[config.mk]
export PLATFORM = sky130hd
export DESIGN_NAME = ebrt_ctrl
export DESIGN_NICKNAME = d
export VERILOG_FILES = /design/src/rtl/ebrt_pkg.sv /design/src/rtl/ebrt_ctrl.sv
export SDC_FILE = /design/constraint.sdc
export NUM_CORES = 1
export LEC_CHECK = 0
export ABC_CLOCK_PERIOD_IN_PS = 1800
export BUFFER_PORTS_ARGS = -buffer_cell sky130_fd_sc_hd__buf_4
export CORE_MARGIN = 5
export CORE_UTILIZATION = 30
export CTS_CLUSTER_DIAMETER = 50
export DETAILED_ROUTE_END_ITERATION = 10
export GPL_ROUTABILITY_DRIVEN = 0
export SLEW_MARGIN = 20
export SYNTH_ARGS = -nofsm -noshare
export SYNTH_HDL_FRONTEND = slang
export SYNTH_SLANG_ARGS = --single-unit
[constraint.sdc]
create_clock -name clk -period 1.8 [get_ports clk]
set_input_delay 0.18 -clock clk [delete_from_list [all_inputs] [get_ports clk]]
set_output_delay 0.18 -clock clk [all_outputs]
set_load 0.01 [all_outputs]
[src/rtl/ebrt_pkg.sv]
// shared types, constants and codes for the expiring block rule table
package ebrt_pkg;

	localparam int TABLE_ENTRIES = 1024;
	localparam int SWEEP_SPAN    = 16;
	localparam int IDX_W         = $clog2(TABLE_ENTRIES);
	localparam int CNT_W         = $clog2(TABLE_ENTRIES) + 1;
	localparam int SW_W          = $clog2(SWEEP_SPAN + 1);
	// live*10 >= entries*9 rewritten as live >= ceil(entries*9/10)
	localparam int LIVE_THRESH   = (TABLE_ENTRIES * 9 + 9) / 10;

	localparam logic [1:0] CMD_SEARCH = 2'd0;
	localparam logic [1:0] CMD_ADD    = 2'd1;
	localparam logic [1:0] CMD_DELETE = 2'd2;

	localparam logic [1:0] ST_OK        = 2'd0;
	localparam logic [1:0] ST_FULL      = 2'd1;
	localparam logic [1:0] ST_EXPIRED   = 2'd2;
	localparam logic [1:0] ST_NOT_FOUND = 2'd3;

	typedef enum logic [1:0] {
		KIND_NONE   = 2'd0,
		KIND_IP     = 2'd1,
		KIND_CLIENT = 2'd2
	} idx_kind_t;

	typedef struct packed {
		logic [1:0]  cmd;
		logic [31:0] ip_key;
		logic [63:0] client_key;
		logic [31:0] expire_time;
		logic [1:0]  punish_level;
		logic [31:0] now;
	} in_beat_t;

	typedef struct packed {
		logic [1:0] status;
		logic [1:0] level;
	} out_beat_t;

	typedef struct packed {
		logic [31:0] ip;
		logic [63:0] client;
		logic [31:0] expiry;
		logic [1:0]  level;
		logic [1:0]  kind;
	} entry_t;

	typedef enum logic [4:0] {
		OP_NOP,
		OP_LOAD,
		OP_FIND_INIT,
		OP_FIND_RD,
		OP_FIND_CMP,
		OP_SET_LEVEL,
		OP_SET_STATUS,
		OP_TGT_FROM_HIT,
		OP_REFRESH,
		OP_UNINDEX,
		OP_RCLR,
		OP_RELEASE,
		OP_SW_INIT,
		OP_SW_RD,
		OP_SW_CAPT,
		OP_SW_NEXT,
		OP_SW_FIN,
		OP_POP_RD,
		OP_POP_TAKE,
		OP_NEW_SLOT,
		OP_WRITE_NEW
	} op_t;

	typedef enum logic [2:0] {
		FSEL_SEARCH,
		FSEL_ADD,
		FSEL_DEL,
		FSEL_TGT_IP,
		FSEL_TGT_CL
	} fsel_t;

	typedef enum logic [2:0] {
		RET_SEARCH,
		RET_ADD,
		RET_DEL,
		RET_UNIP,
		RET_UNCL
	} ret_t;

	typedef enum logic [4:0] {
		S_IDLE,
		S_DISPATCH,
		S_FIND_RD,
		S_FIND_CMP,
		S_RET,
		S_DEL_REL,
		S_DS_START,
		S_DS_IP,
		S_DS_CL,
		S_DS_END,
		S_SWEEP_CHK,
		S_SW_RD,
		S_SW_CMP,
		S_SW_NEXT,
		S_ALLOC,
		S_POP,
		S_WRITE,
		S_DONE
	} ctl_state_t;

	typedef struct packed {
		op_t        op;
		fsel_t      fsel;
		logic [1:0] st;
	} ctl_t;

	typedef struct packed {
		logic [1:0] cmd;
		logic       exp_lt_now;
		logic       ip_nz;
		logic       cl_nz;
		logic       add_kind_nz;
		logic       scan_end;
		logic       match;
		logic       scan_expired;
		logic       tgt_ip_nz;
		logic       tgt_cl_nz;
		logic       sweep_hit;
		logic       sweep_end;
		logic       live_high;
		logic       free_nz;
		logic       table_full;
		logic       r;
	} dp_stat_t;

endpackage

[src/rtl/ebrt_ctrl.sv]
// rule table sequencer: command dispatch, key scan, slot delete, sweep, allocate
module ebrt_ctrl (
	input  logic               clk,
	input  logic               arst_n,
	input  logic               start,
	input  ebrt_pkg::dp_stat_t stat,
	output ebrt_pkg::ctl_t     ctl,
	output logic               busy,
	output logic               done
);
	import ebrt_pkg::*;

	ctl_state_t state_q, state_d;
	ret_t       ret_q, ret_d;
	logic       found_q, found_d;
	logic       ds_sweep_q, ds_sweep_d;

	always_ff @(posedge clk or negedge arst_n) begin
		if (!arst_n) begin
			state_q <= S_IDLE;
			ret_q <= RET_SEARCH;
			found_q <= 1'b0;
			ds_sweep_q <= 1'b0;
		end else begin
			state_q <= state_d;
			ret_q <= ret_d;
			found_q <= found_d;
			ds_sweep_q <= ds_sweep_d;
		end
	end

	assign busy = state_q != S_IDLE;
	assign done = state_q == S_DONE;

	always_comb begin
		state_d = state_q;
		ret_d = ret_q;
		found_d = found_q;
		ds_sweep_d = ds_sweep_q;
		ctl.op = OP_NOP;
		ctl.fsel = FSEL_SEARCH;
		ctl.st = ST_OK;
		case (state_q)
			S_IDLE: begin
				if (start) begin
					ctl.op = OP_LOAD;
					state_d = S_DISPATCH;
				end
			end
			S_DISPATCH: begin
				case (stat.cmd)
					CMD_SEARCH: begin
						ctl.op = OP_FIND_INIT;
						ctl.fsel = FSEL_SEARCH;
						ret_d = RET_SEARCH;
						state_d = S_FIND_RD;
					end
					CMD_ADD: begin
						if (stat.exp_lt_now) begin
							ctl.op = OP_SET_STATUS;
							ctl.st = ST_EXPIRED;
							state_d = S_DONE;
						end else if (stat.add_kind_nz) begin
							ctl.op = OP_FIND_INIT;
							ctl.fsel = FSEL_ADD;
							ret_d = RET_ADD;
							state_d = S_FIND_RD;
						end else begin
							state_d = S_SWEEP_CHK;
						end
					end
					CMD_DELETE: begin
						if (stat.ip_nz || stat.cl_nz) begin
							ctl.op = OP_FIND_INIT;
							ctl.fsel = FSEL_DEL;
							ret_d = RET_DEL;
							state_d = S_FIND_RD;
						end else begin
							ctl.op = OP_SET_STATUS;
							ctl.st = ST_NOT_FOUND;
							state_d = S_DONE;
						end
					end
					default: begin
						state_d = S_DONE;
					end
				endcase
			end
			S_FIND_RD: begin
				if (stat.scan_end) begin
					found_d = 1'b0;
					state_d = S_RET;
				end else begin
					ctl.op = OP_FIND_RD;
					state_d = S_FIND_CMP;
				end
			end
			S_FIND_CMP: begin
				ctl.op = OP_FIND_CMP;
				if (stat.match) begin
					found_d = 1'b1;
					state_d = S_RET;
				end else begin
					state_d = S_FIND_RD;
				end
			end
			S_RET: begin
				case (ret_q)
					RET_SEARCH: begin
						if (!found_q) begin
							state_d = S_DONE;
						end else if (stat.scan_expired) begin
							ctl.op = OP_TGT_FROM_HIT;
							ds_sweep_d = 1'b0;
							state_d = S_DS_START;
						end else begin
							ctl.op = OP_SET_LEVEL;
							state_d = S_DONE;
						end
					end
					RET_ADD: begin
						if (found_q) begin
							ctl.op = OP_REFRESH;
							state_d = S_DONE;
						end else begin
							state_d = S_SWEEP_CHK;
						end
					end
					RET_DEL: begin
						if (found_q) begin
							ctl.op = OP_TGT_FROM_HIT;
							state_d = S_DEL_REL;
						end else begin
							ctl.op = OP_SET_STATUS;
							ctl.st = ST_NOT_FOUND;
							state_d = S_DONE;
						end
					end
					RET_UNIP: begin
						ctl.op = found_q ? OP_UNINDEX : OP_RCLR;
						state_d = S_DS_CL;
					end
					RET_UNCL: begin
						ctl.op = found_q ? OP_UNINDEX : OP_RCLR;
						state_d = S_DS_END;
					end
					default: begin
						state_d = S_DONE;
					end
				endcase
			end
			S_DEL_REL: begin
				ctl.op = OP_RELEASE;
				state_d = S_DONE;
			end
			S_DS_START: begin
				ctl.op = OP_RCLR;
				state_d = S_DS_IP;
			end
			S_DS_IP: begin
				if (stat.tgt_ip_nz) begin
					ctl.op = OP_FIND_INIT;
					ctl.fsel = FSEL_TGT_IP;
					ret_d = RET_UNIP;
					state_d = S_FIND_RD;
				end else begin
					state_d = S_DS_CL;
				end
			end
			S_DS_CL: begin
				if (stat.tgt_cl_nz) begin
					ctl.op = OP_FIND_INIT;
					ctl.fsel = FSEL_TGT_CL;
					ret_d = RET_UNCL;
					state_d = S_FIND_RD;
				end else begin
					state_d = S_DS_END;
				end
			end
			S_DS_END: begin
				if (stat.r) begin
					ctl.op = OP_RELEASE;
				end
				state_d = ds_sweep_q ? S_SW_NEXT : S_DONE;
			end
			S_SWEEP_CHK: begin
				if (stat.live_high) begin
					ctl.op = OP_SW_INIT;
					state_d = S_SW_RD;
				end else begin
					state_d = S_ALLOC;
				end
			end
			S_SW_RD: begin
				if (stat.sweep_end) begin
					ctl.op = OP_SW_FIN;
					state_d = S_ALLOC;
				end else begin
					ctl.op = OP_SW_RD;
					state_d = S_SW_CMP;
				end
			end
			S_SW_CMP: begin
				if (stat.sweep_hit) begin
					ctl.op = OP_SW_CAPT;
					ds_sweep_d = 1'b1;
					state_d = S_DS_START;
				end else begin
					state_d = S_SW_NEXT;
				end
			end
			S_SW_NEXT: begin
				ctl.op = OP_SW_NEXT;
				state_d = S_SW_RD;
			end
			S_ALLOC: begin
				if (stat.free_nz) begin
					ctl.op = OP_POP_RD;
					state_d = S_POP;
				end else if (stat.table_full) begin
					ctl.op = OP_SET_STATUS;
					ctl.st = ST_FULL;
					state_d = S_DONE;
				end else begin
					ctl.op = OP_NEW_SLOT;
					state_d = S_WRITE;
				end
			end
			S_POP: begin
				ctl.op = OP_POP_TAKE;
				state_d = S_WRITE;
			end
			S_WRITE: begin
				ctl.op = OP_WRITE_NEW;
				state_d = S_DONE;
			end
			S_DONE: begin
				state_d = S_IDLE;
			end
			default: begin
				state_d = S_IDLE;
			end
		endcase
	end
endmodule

Yosys cells after proc, flatten, opt, wreduce, memory -nomap -nowiden
Index checks and enable logic that the tools add are counted.
Storage, ports and cells
  register bits: 10
  word-level logic and storage cells: 121
Operators by class
  equal/unequal tests: 36
  mux-type cells: 68
  reductions and logical operators: 13
Operators by type and width (count)
  $pmux W5 S17: 1
  $pmux W5 S16: 1
  $mux W5: 15
  $eq A5 B4 Y1 const B: 8
  $mux W3: 12
  $mux W4: 8
  $pmux W3 S3: 3
  $pmux W5 S5: 1
  $eq A5 B3 Y1 const B: 4
  $mux W2: 9
  $pmux W6 S3: 1
  $ne A2 B2 Y1 const B: 8
  $pmux W4 S4: 1
  $pmux W5 S3: 1
  $mux W1: 11
  $eq A5 B2 Y1 const B: 2
  $eq A5 B5 Y1 const B: 2
  $ne A3 B3 Y1 const B: 3
  $reduce_and A7 Y1: 1
  $eq A3 B2 Y1 const B: 2
  $pmux W2 S3: 1
  $eq A5 B1 Y1 const B: 1
  $logic_not A5 Y1: 1
  $reduce_and A5 Y1: 1
  16 further kinds: 19

Longest topological paths before layout
  depth in word-level cells: 4
  mapped depth: 7
  mapped depth without buffers: 7

Least setup slack after synthesis
OpenSTA, ideal clock, no wires.
  path kind: register to output
  start point: register state_q[3]
  end point: output port ctl[6] (netlist bit)
  arrival time: 1.444 ns
  data required time: 1.620 ns
  path slack: 0.176 ns
  stages on the path, launching flop included: 8
  buffers on the path: 2
  cell sequence: dfrtp_1 > buf_2 > and3b_1 > clkbuf_1 > nand3_1 > o41ai_1 > nor3b_1 > nand3_1
RTL lines
  from (decl): RTL line ebrt_ctrl.sv:13  | ctl_state_t state_q, state_d;
  from (signal assigned): RTL line ebrt_ctrl.sv:25  | state_q <= state_d;
  to (decl): RTL line ebrt_ctrl.sv:7  | output ebrt_pkg::ctl_t ctl,

==> results by group <==
STA
  – Final Worst Setup Slack: -0.0795 ns
  – Worst rel slew slack: 0.737
  – Finish-stage setup viols: 6
  – Max Clk Rate: 532 MHz
  – RSZ-0062 raised after global routing: yes
  – Worst-Margin Slew: 0.394 ns
  – Post-Route Skew: 0.00524 ns
  – Final cycle utilization of the critical path: 1.04
  – Tmin final: 1.88 ns
  – Endpoints failing hold: 0
  – Count of pins over their slew limit: 0
  – Setup TNS: -0.287 ns

Synth
  – Ys Warns: 0
  – Avg Synthesized Cell Area: 6.98 µm²
  – Mapped Area: 1400 µm²
  – Cell count after synthesis: 200
  – Post-synth EDFFs: 0
  – Synth Flop Type: dfrtp_1
  – Syn nets: 224
  – Register area share after synthesis: 0.179
  – Synth unique cells: 51
  – Share of synthesized registers carrying an async set or reset: 1.00
  – #FFs+latches synth: 10

Detailed routing
  – Vias: 1839
  – Drt drc: 0
  – Starting DRC count in detailed routing: 224
  – WL final: 5190 µm
  – ANT nets after route: 0
  – Drt wl/cell: 16.3 µm
  – First-pass DRT Iterations: 5
  – Vias per cell: 5.78

Clock network
  – CTS H-tree lvls: 1
  – Clock buffer count from CTS: 3
  – Clock-pin slew on the worst setup and hold paths: 0.05 ns
  – Root Buffer: clkbuf_8
  – Max Root-Sink Buffers: 2
  – CTS tree: done
  – Worst skew pair latency: 0.23 ns
  – CTS Sinks: 10

GRT
  – Pin count of the biggest net entering global routing: 15
  – Initial antenna violation count: 0
  – First-pass GRT wire length: 7960 µm
  – Total grt overflow: 0
  – Gr usage total: 0.158
  – Vias in the first global route: 1683

Min path
  – Worst hold path type: in2reg

Critical path
  – Most frequent CP cell: nand3_2
  – Critical Path Max Stage Delay: 0.50 ns
  – CP arrival: 1.70 ns
  – Setup crit start kind: register
  – Required time of the critical path: 1.62 ns
  – CP cell instances: nor2_4, buf_4, nand3_2, o41ai_4, nor3b_4, nand3_2, buf_6
  – Crit Path Max Fanout: 8
  – Worst setup EP type: output port
  – CP Class: reg2out
  – Slowest cell on crit path: dfrtp_2

Layout
  – Area of the multi-input gates: 1240 µm²
  – Ant diodes: 0
  – Fillers: 435
  – Non-Filler Instances: 318
  – Layout area overhead: 62.2%
  – FF+latch area: 256 µm²
  – Most frequent cells in the layout: buf_4, nand2_1, a21oi_1
  – NumNets Final: 292
  – Ratio of cells with drive above 1 in the final layout: 0.477
  – Most common cell after layout, fill and taps aside: buf_4

Run status
  – Status: finished with violations
  – Failing checks: setup timing

Die
  – Io pins: 32
  – Die area: 6110 µm²
  – Die height: 78.2 µm
  – Starting Density: 0.314
  – Core Footprint: 4440 µm²
  – Die Wd: 78.2 µm
  – Rows: 24

Power
  – Max IR drop VDD: 0.553 mV
  – Clock power share: 0.082
  – Comb power frac: 0.745
  – Sequential share of power: 0.173
  – Switching part of the total power: 0.471
  – Internal Power: 0.00144 W
  – P per Cell Area: 1200 nW/µm²
  – Total leakage power: 0.986 nW
  – NetSw: 0.00128 W

Placement
  – Post-DP HPWL: 3800 µm
  – Placed cells: 303
  – Number of I/O port buffers: 31

Flow run
  – Max Cap Viol: 0
-- cells in the mapped netlist (4+ instances only) --
library cell   n  area [µm²]
a31oi_1        5        31.3
a22oi_1        4        30.0
nor2_1        12        45.0
nand2b_1       7        43.8
nand2_1       21        78.8
ha_1           4        50.1
nand3_1       11        55.1
nor2b_1       10        62.6
o31ai_1        4        30.0
clkbuf_1       5        18.8
nor3_1         7        35.0
o21ai_0       18        90.1
a21oi_1       17        85.1
dfrtp_1       10         250
inv_1          8        30.0
buf_2          7        35.0
-- worst paths after layout --
check,start,to,slack (ns),cells after the start
hold reg to reg,ret_q[1],ret_q[1],0.56,2
min in group asynchronous,arst_n,state_q[1],0.32,2
hold / removal,stat[8],state_q[2],0.26,3
setup / recovery,state_q[1],ctl[6],-0.08,7
max in group asynchronous,arst_n,state_q[0],1.32,2
setup reg to reg,state_q[3],ret_q[0],0.03,6
-- sequential cells by signal, indices dropped and copies added, names as in the netlist --
signal / count
ret_q: 3
ds_sweep_q: 1
found_q: 1
state_q: 5
-- power groups by stage --
stage	Sequential (W)	Clock, W	Combinational [W]
global route	0.000480	0.000239	0.00218
finish	0.000470	0.000223	0.00203
detailed placement	0.000436	0	0.00164
global placement	0.000435	0	0.00164
floorplan	0.000358	0	0.00104
CTS	0.000448	0.000231	0.00180
-- layer usage --
layer,GRT usage,wire [µm],up-vias
met3,0.0275,332,6
met2,0.253,2450,84
met4,0.0227,59,0
met5,0,0,-
met1,0.227,2350,865
li1,-,-,884
-- critical path, delay by kind of cell (launching register included) --
family          cells  cell delay [ns]
compound gates      1             0.12
simple gates        4             0.53
flops               1             0.50
buf+inv             2             0.31
-- per-stage QoR --
| stage | utilization | total power (W) | instance area (µm²) | setup slack, ns | hold slack, ns |
|---|---|---|---|---|---|
| 2_1_floorplan | - | 0.00140 | 1400 | 0.176 | -0.116 |
| 3_3_place_gp | 0.426 | 0.00208 | 1890 | -0.0254 | 0.0136 |
| 3_5_place_dp | 0.426 | 0.00207 | 1890 | -0.0109 | 0.0199 |
| 4_1_cts | 0.465 | 0.00248 | 2070 | -0.0812 | 0.248 |
| 5_1_grt | 0.509 | 0.00290 | 2260 | -0.143 | 0.282 |
| 6_report | 0.509 | 0.00272 | 2260 | -0.0795 | 0.259 |
-- timing repair --
item,CTS,global route
resized for setup,28,38
endpoints found under the setup margin,9,13
endpoints found under the hold margin,10,0
setup buffers,6,6
hold buffers,1,0
pin swaps,7,14
-- kinds of logic after synthesis --
logic type	after synthesis	share of synthesized area
adder cells (fa/ha/maj)	4	0.0359
multiplexers	1	0.00718
AO/OA/AOI/OAI	78	0.373
AND/OR/NAND/NOR	84	0.328
buffers and inverters	23	0.0762
flip-flops	10	0.179
-- layout make-up --
cell class              instances  area share
clock buffers                   3      0.0182
flip-flops and latches         10       0.113
repair buffers                 78       0.279
well taps                      52      0.0287
multi-input cells             167       0.546
inverters                       8      0.0149
No activity file was read; power rests on OpenSTA's default activity.
